[config.mk]
export PLATFORM = sky130hd
export DESIGN_NAME = sha1_digest
export DESIGN_NICKNAME = d
export VERILOG_FILES = /design/src/rtl/core/sha1_pkg.sv /design/src/rtl/core/sha1_digest.sv /design/src/rtl/core/sha1_round.sv /design/src/rtl/core/sha1_sched.sv
export SDC_FILE = /design/constraint.sdc
export NUM_CORES = 2
export LEC_CHECK = 0
export BUFFER_PORTS_ARGS = -buffer_cell sky130_fd_sc_hd__buf_2
export CAP_MARGIN = 20
export CELL_PAD_IN_SITES_DETAIL_PLACEMENT = 1
export CELL_PAD_IN_SITES_GLOBAL_PLACEMENT = 2
export CORE_UTILIZATION = 45
export CTS_BUF_LIST = sky130_fd_sc_hd__clkbuf_16
export CTS_CLUSTER_DIAMETER = 100
export DETAILED_ROUTE_END_ITERATION = 10
export PLACE_DENSITY_LB_ADDON = 0.1
export RECOVER_POWER = 50
export SLEW_MARGIN = 20
export SYNTH_ARGS = -nofsm -noshare
export SYNTH_HDL_FRONTEND = slang
export SYNTH_SLANG_ARGS = --single-unit
[constraint.sdc]
create_clock -name clk_i -period 20.9 [get_ports clk_i]
set_clock_uncertainty 0.2 [all_clocks]
set_input_delay 1.045 -clock clk_i [delete_from_list [all_inputs] [get_ports clk_i]]
set_output_delay 1.045 -clock clk_i [all_outputs]
set_load 0.02 [all_outputs]
[src/rtl/core/sha1_pkg.sv]
// ----------------------------------------------------------------------------
// sha1_pkg
// Shared types, constants and round functions of the SHA-1 digest core.
// ----------------------------------------------------------------------------
package sha1_pkg;

  localparam int unsigned WordW  = 32;
  localparam int unsigned RoundW = 7;
  localparam int unsigned FillW  = 6;
  localparam int unsigned TotalW = 61;
  localparam int unsigned LenW   = 64;

  typedef logic [WordW-1:0] word_t;

  // five working or chaining words, a first
  typedef struct packed {
    word_t a;
    word_t b;
    word_t c;
    word_t d;
    word_t e;
  } work_t;

  // byte and roll requests toward the message schedule
  typedef struct packed {
    logic       byte_en;
    logic       word_end;
    logic [7:0] byte_val;
    logic       roll;
  } sched_ctrl_t;

  localparam work_t InitChain = '{
    a: 32'h67452301,
    b: 32'hEFCDAB89,
    c: 32'h98BADCFE,
    d: 32'h10325476,
    e: 32'hC3D2E1F0
  };

  localparam word_t K0 = 32'h5a827999;
  localparam word_t K1 = 32'h6ed9eba1;
  localparam word_t K2 = 32'h8f1bbcdc;
  localparam word_t K3 = 32'hca62c1d6;

  localparam logic [RoundW-1:0] Rounds   = 7'd80;
  localparam logic [7:0]        PadByte  = 8'h80;
  localparam logic [FillW-1:0]  PadFill  = 6'd56;
  localparam logic [FillW-1:0]  FillLast = 6'd63;
  localparam logic [3:0]        LenBytes = 4'd8;

  function automatic word_t rotl(word_t x, int unsigned s);
    return (x << s) | (x >> (WordW - s));
  endfunction

  // round function by round group
  function automatic word_t round_f(logic [RoundW-1:0] t, word_t b, word_t c, word_t d);
    word_t f;
    if (t inside {[7'd0:7'd19]}) begin
      f = (b & c) | (~b & d);
    end else if (t inside {[7'd40:7'd59]}) begin
      f = (b & c) | (b & d) | (c & d);
    end else begin
      f = b ^ c ^ d;
    end
    return f;
  endfunction

  // round constant by round group
  function automatic word_t round_k(logic [RoundW-1:0] t);
    word_t k;
    if (t inside {[7'd0:7'd19]}) begin
      k = K0;
    end else if (t inside {[7'd20:7'd39]}) begin
      k = K1;
    end else if (t inside {[7'd40:7'd59]}) begin
      k = K2;
    end else begin
      k = K3;
    end
    return k;
  endfunction

endpackage

[src/rtl/core/sha1_digest.sv]
// ----------------------------------------------------------------------------
// sha1_digest
// SHA-1 over a byte stream: packs bytes, compresses each 64-byte block with
// one shared round unit, pads the message and returns the five digest words.
// ----------------------------------------------------------------------------
//  channel | direction | beat holds
//  in      | sink      | data_byte, has_byte, last_byte
//  out     | source    | digest_word, word_index, last_word
//
// A byte that does not close a block is taken in the idle state. A byte that
// closes a 64-byte block is accepted, then runs the 80 rounds on the shared
// round unit, then is folded into the chain. A last beat adds padding at one
// byte per cycle, except while a padded block compresses, then five output beats.
// Reset is asynchronous and active low and restores the initial chain value.
// Input is not ready while a block compresses, padding runs or words go out;
// a stalled output beat holds the core.
module sha1_digest (
  input  logic        clk_i,
  input  logic        rst_ni,
  input  logic        in_valid_i,
  output logic        in_ready_o,
  input  logic [7:0]  data_byte_i,
  input  logic        has_byte_i,
  input  logic        last_byte_i,
  output logic        out_valid_o,
  input  logic        out_ready_i,
  output logic [31:0] digest_word_o,
  output logic [2:0]  word_index_o,
  output logic        last_word_o
);
  import sha1_pkg::*;

  typedef enum logic [4:0] {
    ST_IDLE = 5'b00001,
    ST_COMP = 5'b00010,
    ST_ADD  = 5'b00100,
    ST_PAD  = 5'b01000,
    ST_OUT  = 5'b10000
  } state_e;

  state_e              state_q, state_d;
  work_t               chain_q, chain_d;
  work_t               work_q, work_d;
  work_t               work_next;
  logic [TotalW-1:0]   total_q, total_d;
  logic [FillW-1:0]    fill_q, fill_d;
  logic [RoundW-1:0]   round_q, round_d;
  logic                pad_q, pad_d;
  logic                sent80_q, sent80_d;
  logic [3:0]          lencnt_q, lencnt_d;
  logic [LenW-1:0]     len_q, len_d;
  logic [2:0]          widx_q, widx_d;
  word_t               w;
  sched_ctrl_t         sched_ctrl;
  logic                in_acc, out_acc, wrap;

  assign in_ready_o  = (state_q == ST_IDLE);
  assign out_valid_o = (state_q == ST_OUT);
  assign in_acc      = in_valid_i && in_ready_o;
  assign out_acc     = out_valid_o && out_ready_i;

  // byte source: input beat or padding
  always_comb begin
    sched_ctrl          = '0;
    sched_ctrl.word_end = (fill_q[1:0] == 2'd3);
    sched_ctrl.roll     = (state_q == ST_COMP);
    if (state_q == ST_IDLE) begin
      sched_ctrl.byte_en  = in_acc && has_byte_i;
      sched_ctrl.byte_val = data_byte_i;
    end else if (state_q == ST_PAD) begin
      sched_ctrl.byte_en = 1'b1;
      if (!sent80_q) begin
        sched_ctrl.byte_val = PadByte;
      end else if (lencnt_q == '0 && fill_q != PadFill) begin
        sched_ctrl.byte_val = '0;
      end else begin
        sched_ctrl.byte_val = len_q[LenW-1 -: 8];
      end
    end
  end

  assign wrap = sched_ctrl.byte_en && (fill_q == FillLast);

  sha1_sched u_sched (
    .clk_i  (clk_i),
    .ctrl_i (sched_ctrl),
    .w_o    (w)
  );

  sha1_round u_round (
    .work_i  (work_q),
    .w_i     (w),
    .round_i (round_q),
    .work_o  (work_next)
  );

  // sequencer
  always_comb begin
    state_d  = state_q;
    chain_d  = chain_q;
    work_d   = work_q;
    total_d  = total_q;
    fill_d   = fill_q;
    round_d  = round_q;
    pad_d    = pad_q;
    sent80_d = sent80_q;
    lencnt_d = lencnt_q;
    len_d    = len_q;
    widx_d   = widx_q;
    if (sched_ctrl.byte_en) begin
      fill_d = fill_q + 6'd1;
    end
    if (wrap) begin
      work_d  = chain_q;
      round_d = '0;
    end
    case (state_q)
      ST_IDLE: begin
        if (in_acc) begin
          if (has_byte_i) begin
            total_d = total_q + 61'd1;
          end
          if (last_byte_i) begin
            pad_d    = 1'b1;
            sent80_d = 1'b0;
            lencnt_d = '0;
            len_d    = {total_d, 3'b000};
          end
          if (wrap) begin
            state_d = ST_COMP;
          end else if (last_byte_i) begin
            state_d = ST_PAD;
          end
        end
      end
      ST_COMP: begin
        work_d  = work_next;
        round_d = round_q + 7'd1;
        if (round_q == Rounds - 7'd1) begin
          round_d = '0;
          state_d = ST_ADD;
        end
      end
      ST_ADD: begin
        chain_d.a = chain_q.a + work_q.a;
        chain_d.b = chain_q.b + work_q.b;
        chain_d.c = chain_q.c + work_q.c;
        chain_d.d = chain_q.d + work_q.d;
        chain_d.e = chain_q.e + work_q.e;
        if (!pad_q) begin
          state_d = ST_IDLE;
        end else if (lencnt_q == LenBytes) begin
          state_d = ST_OUT;
        end else begin
          state_d = ST_PAD;
        end
      end
      ST_PAD: begin
        if (!sent80_q) begin
          sent80_d = 1'b1;
        end else if (!(lencnt_q == '0 && fill_q != PadFill)) begin
          lencnt_d = lencnt_q + 4'd1;
          len_d    = {len_q[LenW-9:0], 8'h00};
        end
        if (wrap) begin
          state_d = ST_COMP;
        end
      end
      ST_OUT: begin
        if (out_acc) begin
          widx_d = widx_q + 3'd1;
          if (widx_q == 3'd4) begin
            widx_d  = '0;
            chain_d = InitChain;
            total_d = '0;
            fill_d  = '0;
            pad_d   = 1'b0;
            state_d = ST_IDLE;
          end
        end
      end
      default: state_d = ST_IDLE;
    endcase
  end

  // control and chaining state
  always_ff @(posedge clk_i or negedge rst_ni) begin
    if (!rst_ni) begin
      state_q  <= ST_IDLE;
      chain_q  <= InitChain;
      total_q  <= '0;
      fill_q   <= '0;
      round_q  <= '0;
      pad_q    <= 1'b0;
      sent80_q <= 1'b0;
      lencnt_q <= '0;
      widx_q   <= '0;
    end else begin
      state_q  <= state_d;
      chain_q  <= chain_d;
      total_q  <= total_d;
      fill_q   <= fill_d;
      round_q  <= round_d;
      pad_q    <= pad_d;
      sent80_q <= sent80_d;
      lencnt_q <= lencnt_d;
      widx_q   <= widx_d;
    end
  end

  // working words and length shifter
  always_ff @(posedge clk_i) begin
    work_q <= work_d;
    len_q  <= len_d;
  end

  // output word select
  always_comb begin
    case (widx_q)
      3'd0:    digest_word_o = chain_q.a;
      3'd1:    digest_word_o = chain_q.b;
      3'd2:    digest_word_o = chain_q.c;
      3'd3:    digest_word_o = chain_q.d;
      3'd4:    digest_word_o = chain_q.e;
      default: digest_word_o = '0;
    endcase
  end

  assign word_index_o = widx_q;
  assign last_word_o  = (widx_q == 3'd4);

  // checks
  a_ready_xor_valid: assert property (@(posedge clk_i) disable iff (!rst_ni)
    !(in_ready_o && out_valid_o))
    else $error("input ready while digest words are pending");

  a_round_range: assert property (@(posedge clk_i) disable iff (!rst_ni)
    (state_q == ST_COMP) |-> (round_q < Rounds))
    else $error("round counter out of range");

  a_last_round_adds: assert property (@(posedge clk_i) disable iff (!rst_ni)
    (state_q == ST_COMP && round_q == Rounds - 7'd1) |=> (state_q == ST_ADD))
    else $error("chain update missing after last round");

  a_last_blocks_input: assert property (@(posedge clk_i) disable iff (!rst_ni)
    (in_acc && last_byte_i) |=> !in_ready_o)
    else $error("input taken again before digest of closed message");

  a_done_frees_input: assert property (@(posedge clk_i) disable iff (!rst_ni)
    (out_acc && last_word_o) |=> (in_ready_o && fill_q == '0 && total_q == '0))
    else $error("core not cleared after final digest word");

endmodule

[src/rtl/core/sha1_round.sv]
// ----------------------------------------------------------------------------
// sha1_round
// One SHA-1 round: next working words from the current ones, W and round index.
// ----------------------------------------------------------------------------
module sha1_round (
  input  sha1_pkg::work_t             work_i,
  input  sha1_pkg::word_t             w_i,
  input  logic [sha1_pkg::RoundW-1:0] round_i,
  output sha1_pkg::work_t             work_o
);
  import sha1_pkg::*;

  word_t tmp;

  // five-operand sum of the round
  assign tmp = rotl(work_i.a, 5) + round_f(round_i, work_i.b, work_i.c, work_i.d)
             + work_i.e + round_k(round_i) + w_i;

  // shift the working words down by one, rotating b left by 30 into c
  assign work_o.a = tmp;
  assign work_o.b = work_i.a;
  assign work_o.c = rotl(work_i.b, 30);
  assign work_o.d = work_i.c;
  assign work_o.e = work_i.d;

endmodule

[src/rtl/core/sha1_sched.sv]
// ----------------------------------------------------------------------------
// sha1_sched
// Byte packer and rolling 16-word message schedule; W of the round is tap 0.
// ----------------------------------------------------------------------------
module sha1_sched (
  input  logic                  clk_i,
  input  sha1_pkg::sched_ctrl_t ctrl_i,
  output sha1_pkg::word_t       w_o
);
  import sha1_pkg::*;

  localparam int unsigned Depth = 16;

  word_t       sched_q [Depth];
  word_t       sched_d [Depth];
  logic [23:0] acc_q;
  logic [23:0] acc_d;
  word_t       new_word;
  logic        shift;

  // expanded word or freshly packed word enters at the top
  assign new_word = ctrl_i.roll
                  ? rotl(sched_q[13] ^ sched_q[8] ^ sched_q[2] ^ sched_q[0], 1)
                  : {acc_q, ctrl_i.byte_val};
  assign shift    = ctrl_i.roll || (ctrl_i.byte_en && ctrl_i.word_end);

  always_comb begin
    acc_d = acc_q;
    if (ctrl_i.byte_en) begin
      acc_d = {acc_q[15:0], ctrl_i.byte_val};
    end
    for (int i = 0; i < Depth - 1; i++) begin
      sched_d[i] = shift ? sched_q[i+1] : sched_q[i];
    end
    sched_d[Depth-1] = shift ? new_word : sched_q[Depth-1];
  end

  // payload storage, no reset
  always_ff @(posedge clk_i) begin
    acc_q <= acc_d;
    for (int i = 0; i < Depth; i++) begin
      sched_q[i] <= sched_d[i];
    end
  end

  assign w_o = sched_q[0];

endmodule
## Word-level counts from Yosys, hierarchy flattened

Memories as Yosys holds them, arrays and structs flattened.
Index checks and enable logic that the tools add are counted.

| word-level totals | value |
|---|---|
| memories kept | 1 |
| output and inout port bits | 38 |
| word-level logic and storage cells | 178 |
| bits in read-only memories | 0 |
| bits in latches | 0 |
| bits in registers | 496 |
| memory bits (writable) | 512 |

Memory list:

| memory | depth | bits a word | rd ports | clocked after memory_dff | wr ports | RTL line | text |
|---|---|---|---|---|---|---|---|
| u_sched.sched_q | 16 | 32 | 16 | 0 | 16 | sha1_sched.sv:14 | `word_t sched_q [Depth];` |

| cells by class | value |
|---|---|
| add/sub/neg operators | 14 |
| eq/ne operators | 23 |
| bitwise gates (word level) | 16 |
| multiply operators | 0 |
| reductions and logical operators | 23 |
| mux-type cells | 75 |
| shift operators | 0 |
| div/mod/pow operators | 0 |
| magnitude comparators | 6 |

Operator list:

| cell | count |
|---|---|
| 32-bit two-way mux | 21 |
| 160-bit two-way mux | 4 |
| 160-bit one-hot mux with 2 select lines | 1 |
| 32-bit adder | 9 |
| 64-bit two-way mux | 4 |
| 61-bit two-way mux | 4 |
| 32-bit one-hot mux with 5 select lines | 1 |
| 32-bit bitwise XOR | 5 |
| 32-bit bitwise AND | 4 |
| 64-bit one-hot mux with 2 select lines | 1 |
| 61-bit one-hot mux with 2 select lines | 1 |
| 32-bit bitwise OR | 3 |
| 61-bit by 1-bit adder with 61-bit output, second input constant | 1 |
| 5-bit two-way mux | 9 |
| 8-bit two-way mux | 4 |
| 32-bit NOT | 1 |
| 32-bit by 1-bit bitwise OR with 32-bit output | 1 |
| 32-bit by 30-bit bitwise OR with 32-bit output | 1 |
| 32-bit by 5-bit bitwise OR with 32-bit output | 1 |
| 31-bit two-way mux | 1 |
| 5-bit one-hot mux with 5 select lines | 1 |
| 6-bit two-way mux | 4 |
| 7-bit two-way mux | 3 |
| 4-bit two-way mux | 4 |
| other kinds (39) | 68 |

## Logic depth before layout (Yosys ltp)

| logic depth | value |
|---|---|
| word-level depth | 10 |
| gate-level depth with buffers | 30 |

## By module

Synthesis repeated with hierarchy kept, for this count alone.

| unflattened totals | value |
|---|---|
| cells, all modules | 4708 |
| area total of the unflattened synthesis | 52730.6 sq um |

By module, submodules not included:

| module | seq. area each (sq um) | cells an instance | area an instance (sq um) | instances |
|---|---|---|---|---|
| sha1_digest | 12943.7 | 3252 | 28837.7 | 1 |
| sha1_sched | 16095.4 | 736 | 17510.5 | 1 |
| sha1_round | 0.0 | 720 | 6382.4 | 1 |

## Worst setup path after synthesis

Ideal clock, no wire load.

| path | value |
|---|---|
| path type | input to register |
| from | in has_byte_i |
| to | mem u_sched.sched_q[0][0] (netlist name), enable pin |
| data required time | 17027 ps |
| stages | 5 |
| arrival time | 10435 ps |
| library setup time | 3673 ps |
| buffers on the path | 1 |
| path slack | 6593 ps |
| cells stage by stage | buf_2 > nand2_1 > nand2_1 > nand2_1 > nand2_1 |

RTL lines:

| what | RTL line | text |
|---|---|---|
| start: declaration | sha1_digest.sv:23 | `input logic has_byte_i,` |
| end: declaration | sha1_sched.sv:14 |  |

==> flow_metrics.py <==
metrics = {
    "power_and_ir_drop": {
        "finalPower_mw": 9.633,
        "powerDensity_nw_per_um2": 168.4,
        "vdd_ir_drop_max_uv": 113.2,
        "leakage_nw": 22.77,
    },
    "global_route": {
        "grt_overflow_total": 0,
        "grtUsageTotal": 0.2631,
        "grt_pass1_vias": 36450,
        "antenna_found_initial": 2,
        "grt_max_degree": 203,
        "grt_first_pass_wirelength_um": 231500,
    },
    "drt": {
        "via_per_inst": 5.683,
        "first_pass_iters": 5,
        "avgRoutedWirePerCell_um": 24.53,
        "ant_nets": 0,
        "vias": 35050,
        "drc_errors": 0,
        "drt_iter0_markers": 2336,
        "finalWirelength_um": 151300,
    },
    "yosys": {
        "async_reset_ff_frac": 0.2468,
        "yosys.cell_types.count": 91,
        "ys_seq_area_frac": 0.5624,
        "synth.cell_area_um2": 51630,
        "syn_nets": 4874,
        "postSynthAreaPerCell_um2": 11.40,
        "ys_ff_latch": 1005,
        "syn_inst": 4530,
        "synth-edff-count": 757,
        "synth_ff_type": "edfxtp_1",
        "yosys_warnings": 0,
    },
    "cts": {
        "cts_sinks": 1005,
        "cts_buffers": 111,
        "clk_pin_slew_ns": 0.06,
        "cts_max_level": 3,
        "cts_max_path_buffers": 3,
        "cts-resized-gates": 0,
        "postCtsSetupRepairBufs": 0,
        "clockRootBuffer": "clkbuf_16",
        "hold_buffers": 0,
        "clock_latency_ns": 0.73,
        "cts_tree": "done",
    },
    "floorplan": {
        "dieHeight_um": 340.7,
        "start_util": 0.4565,
        "fp.dieW_um": 340.7,
        "core_um2": 113100,
        "dieArea_um2": 116100,
        "rows": 123,
        "num_io_pins": 52,
    },
    "worst_hold_path": {
        "min_path_type": "reg -> reg",
        "worstHoldPathCells": 0,
        "holdPathEnd": "u_sched.sched_q[10][1]",
        "worstHoldStart": "u_sched.sched_q[11][1]",
    },
    "sta": {
        "hold_viol_final": 0,
        "final.setup.tns_ns": 0,
        "timing.fmax_mhz": 87.59,
        "rsz0062_at_grt": "false",
        "final.min_clock_period_ns": 11.42,
        "slew_viol_final": 934,
        "setup_viol": 0,
        "tightest_slew_ns": 7.144,
        "relSlewSlack": -3.763,
        "fin_crit_sh": 0.5462,
    },
    "cells_and_area": {
        "seqCellArea_um2": 29040,
        "multiInputGateArea_um2": 20770,
        "nNetsFinal": 4915,
        "drive_gt1_frac": 0.08183,
        "final_cell_mix": "757 x edfxtp_1, 617 x nand2_1, 395 x o21ai_0, 339 x inv_1",
        "antenna_cells": 0,
        "fillers": 11880,
        "area_growth_pct": 10.76,
        "instances_no_fill": 6168,
        "final_common_cell": "edfxtp_1",
    },
    "run": {
        "drv_cap": 17,
    },
    "setup_path": {
        "rrSetupSlack_ns": 11.25,
        "worst-setup-path-type": "in -> async",
        "crit_top_cell": "clkbuf_1",
        "slowest_delay_ns": 5.16,
        "cp_top_family": "buffers and inverters",
        "cp_cell_sequence": "clkbuf_1, clkbuf_1",
        "end_kind": "async pin",
        "worstPathMaxFanout": 110,
        "crit_buf_inv": 2,
        "arrival_ns": 10.26,
        "cp-start-kind": "input pin",
        "path_depth": 2,
        "r2r-end": "u_sched.sched_q[7][21]",
        "reg2regPathDepth": 13,
        "slowest_stage": "clkbuf_1",
        "cp.required_ns": 19.74,
        "reg2reg_from": "state_q[2]",
    },
    "place": {
        "gp_congestion": 0.8711,
        "portBuffers": 51,
        "dpl.cell_count": 5957,
        "hpwl_um": 105000,
    },
    "outcome": {
        "outcome": "finished with violations",
        "violations": "capacitance limit, slew limit",
    },
}
[flip-flops by register name (all words and copies together) (netlist names)]
signal,count
word_index_o,3
round_q,7
pad_q,1
len_q,61
work_q,160
sent80_q,1
chain_q,160
u_sched.sched_q,512
total_q,61
fill_q,6
lencnt_q,4
state_q,5
u_sched.acc_q,24
[stage by stage]
stage	hold slack [ns]	setup WS, ns	util	instance area, µm²
6_report	0.1868	9.484	0.5056	57190
5_1_grt	0.1937	7.739	0.5056	57190
4_1_cts	0.1805	12.61	0.5065	57300
2_1_floorplan	0.2003	6.593	-	51630
3_3_place_gp	0.2004	12.83	0.4738	53600
3_5_place_dp	0.2055	12.64	0.4739	53600
[kinds of logic after synthesis]
| kind of cell | count (synthesis) | share of synthesized area |
|---|---|---|
| and+or+nand+nor | 1264 | 0.1114 |
| DFF | 1005 | 0.5624 |
| AOI/OAI and AO/OA | 1075 | 0.1288 |
| adders and majority gates | 330 | 0.09814 |
| muxes | 51 | 0.01018 |
| xor gates and xnor gates | 313 | 0.05309 |
| buffers and inverters | 492 | 0.03598 |
[area by class of cell]
class                      instances  share of cell area
sequential                      1005              0.5078
clock inverter                    99             0.01606
tap                             1500             0.03282
multi-input combinational       3033              0.3632
inverter                         321             0.02116
clock buffer                     111             0.04857
timing repair buffer              99             0.01044
[worst max-delay path by stage]
stage | startpoint | end
3_3_place_gp | round_q[0] | work_q[158]
3_5_place_dp | round_q[0] | work_q[158]
6_report | rst_ni | chain_q[28]
2_1_floorplan | has_byte_i | u_sched.sched_q[0][0]
4_1_cts | round_q[0] | work_q[158]
5_1_grt | rst_ni | chain_q[28]
[cell usage after synthesis (all sizes together) (18+ instances only)]
library cell / number / area share
or3: 20 / 0.0024
a31oi: 29 / 0.0035
nand4: 33 / 0.0050
edfxtp: 757 / 0.44
dfrtp: 167 / 0.081
a22oi: 57 / 0.0083
a21o: 89 / 0.013
o31ai: 38 / 0.0055
and2: 19 / 0.0024
a22o: 29 / 0.0049
xnor2: 202 / 0.034
fa: 125 / 0.048
nor2b: 29 / 0.0035
ha: 205 / 0.050
clkbuf: 148 / 0.011
nand3: 116 / 0.011
o21ai: 417 / 0.040
o22ai: 18 / 0.0022
o21a: 22 / 0.0032
dfstp: 81 / 0.041
o21bai: 22 / 0.0032
o211ai: 18 / 0.0026
nand2: 619 / 0.045
mux2i: 39 / 0.0076
xor2: 111 / 0.019
nor3: 79 / 0.0082
a221oi: 18 / 0.0032
nand2b: 34 / 0.0041
a21oi: 213 / 0.021
inv: 320 / 0.023
nor2: 218 / 0.016
and3: 48 / 0.0059
buf: 23 / 0.0019
[power breakdown]
part | switching, mW | leakage [nW] | internal, mW | total, mW
logic | 2.81 | 11.2 | 1.79 | 4.60
clock network | 0.852 | 1.89 | 1.13 | 1.98
registers | 0.298 | 9.67 | 2.75 | 3.05
total | 3.96 | 22.8 | 5.67 | 9.63
[per-layer routing]
layer / track usage / wire length [µm] / vias up
li1: - / - / 16280
met1: 0.3723 / 70570 / 18000
met2: 0.4344 / 72320 / 599
met3: 0.02746 / 5042 / 172
met4: 0.06521 / 3343 / 0
met5: 0 / 0 / -
(Power assumes the default switching activity.)
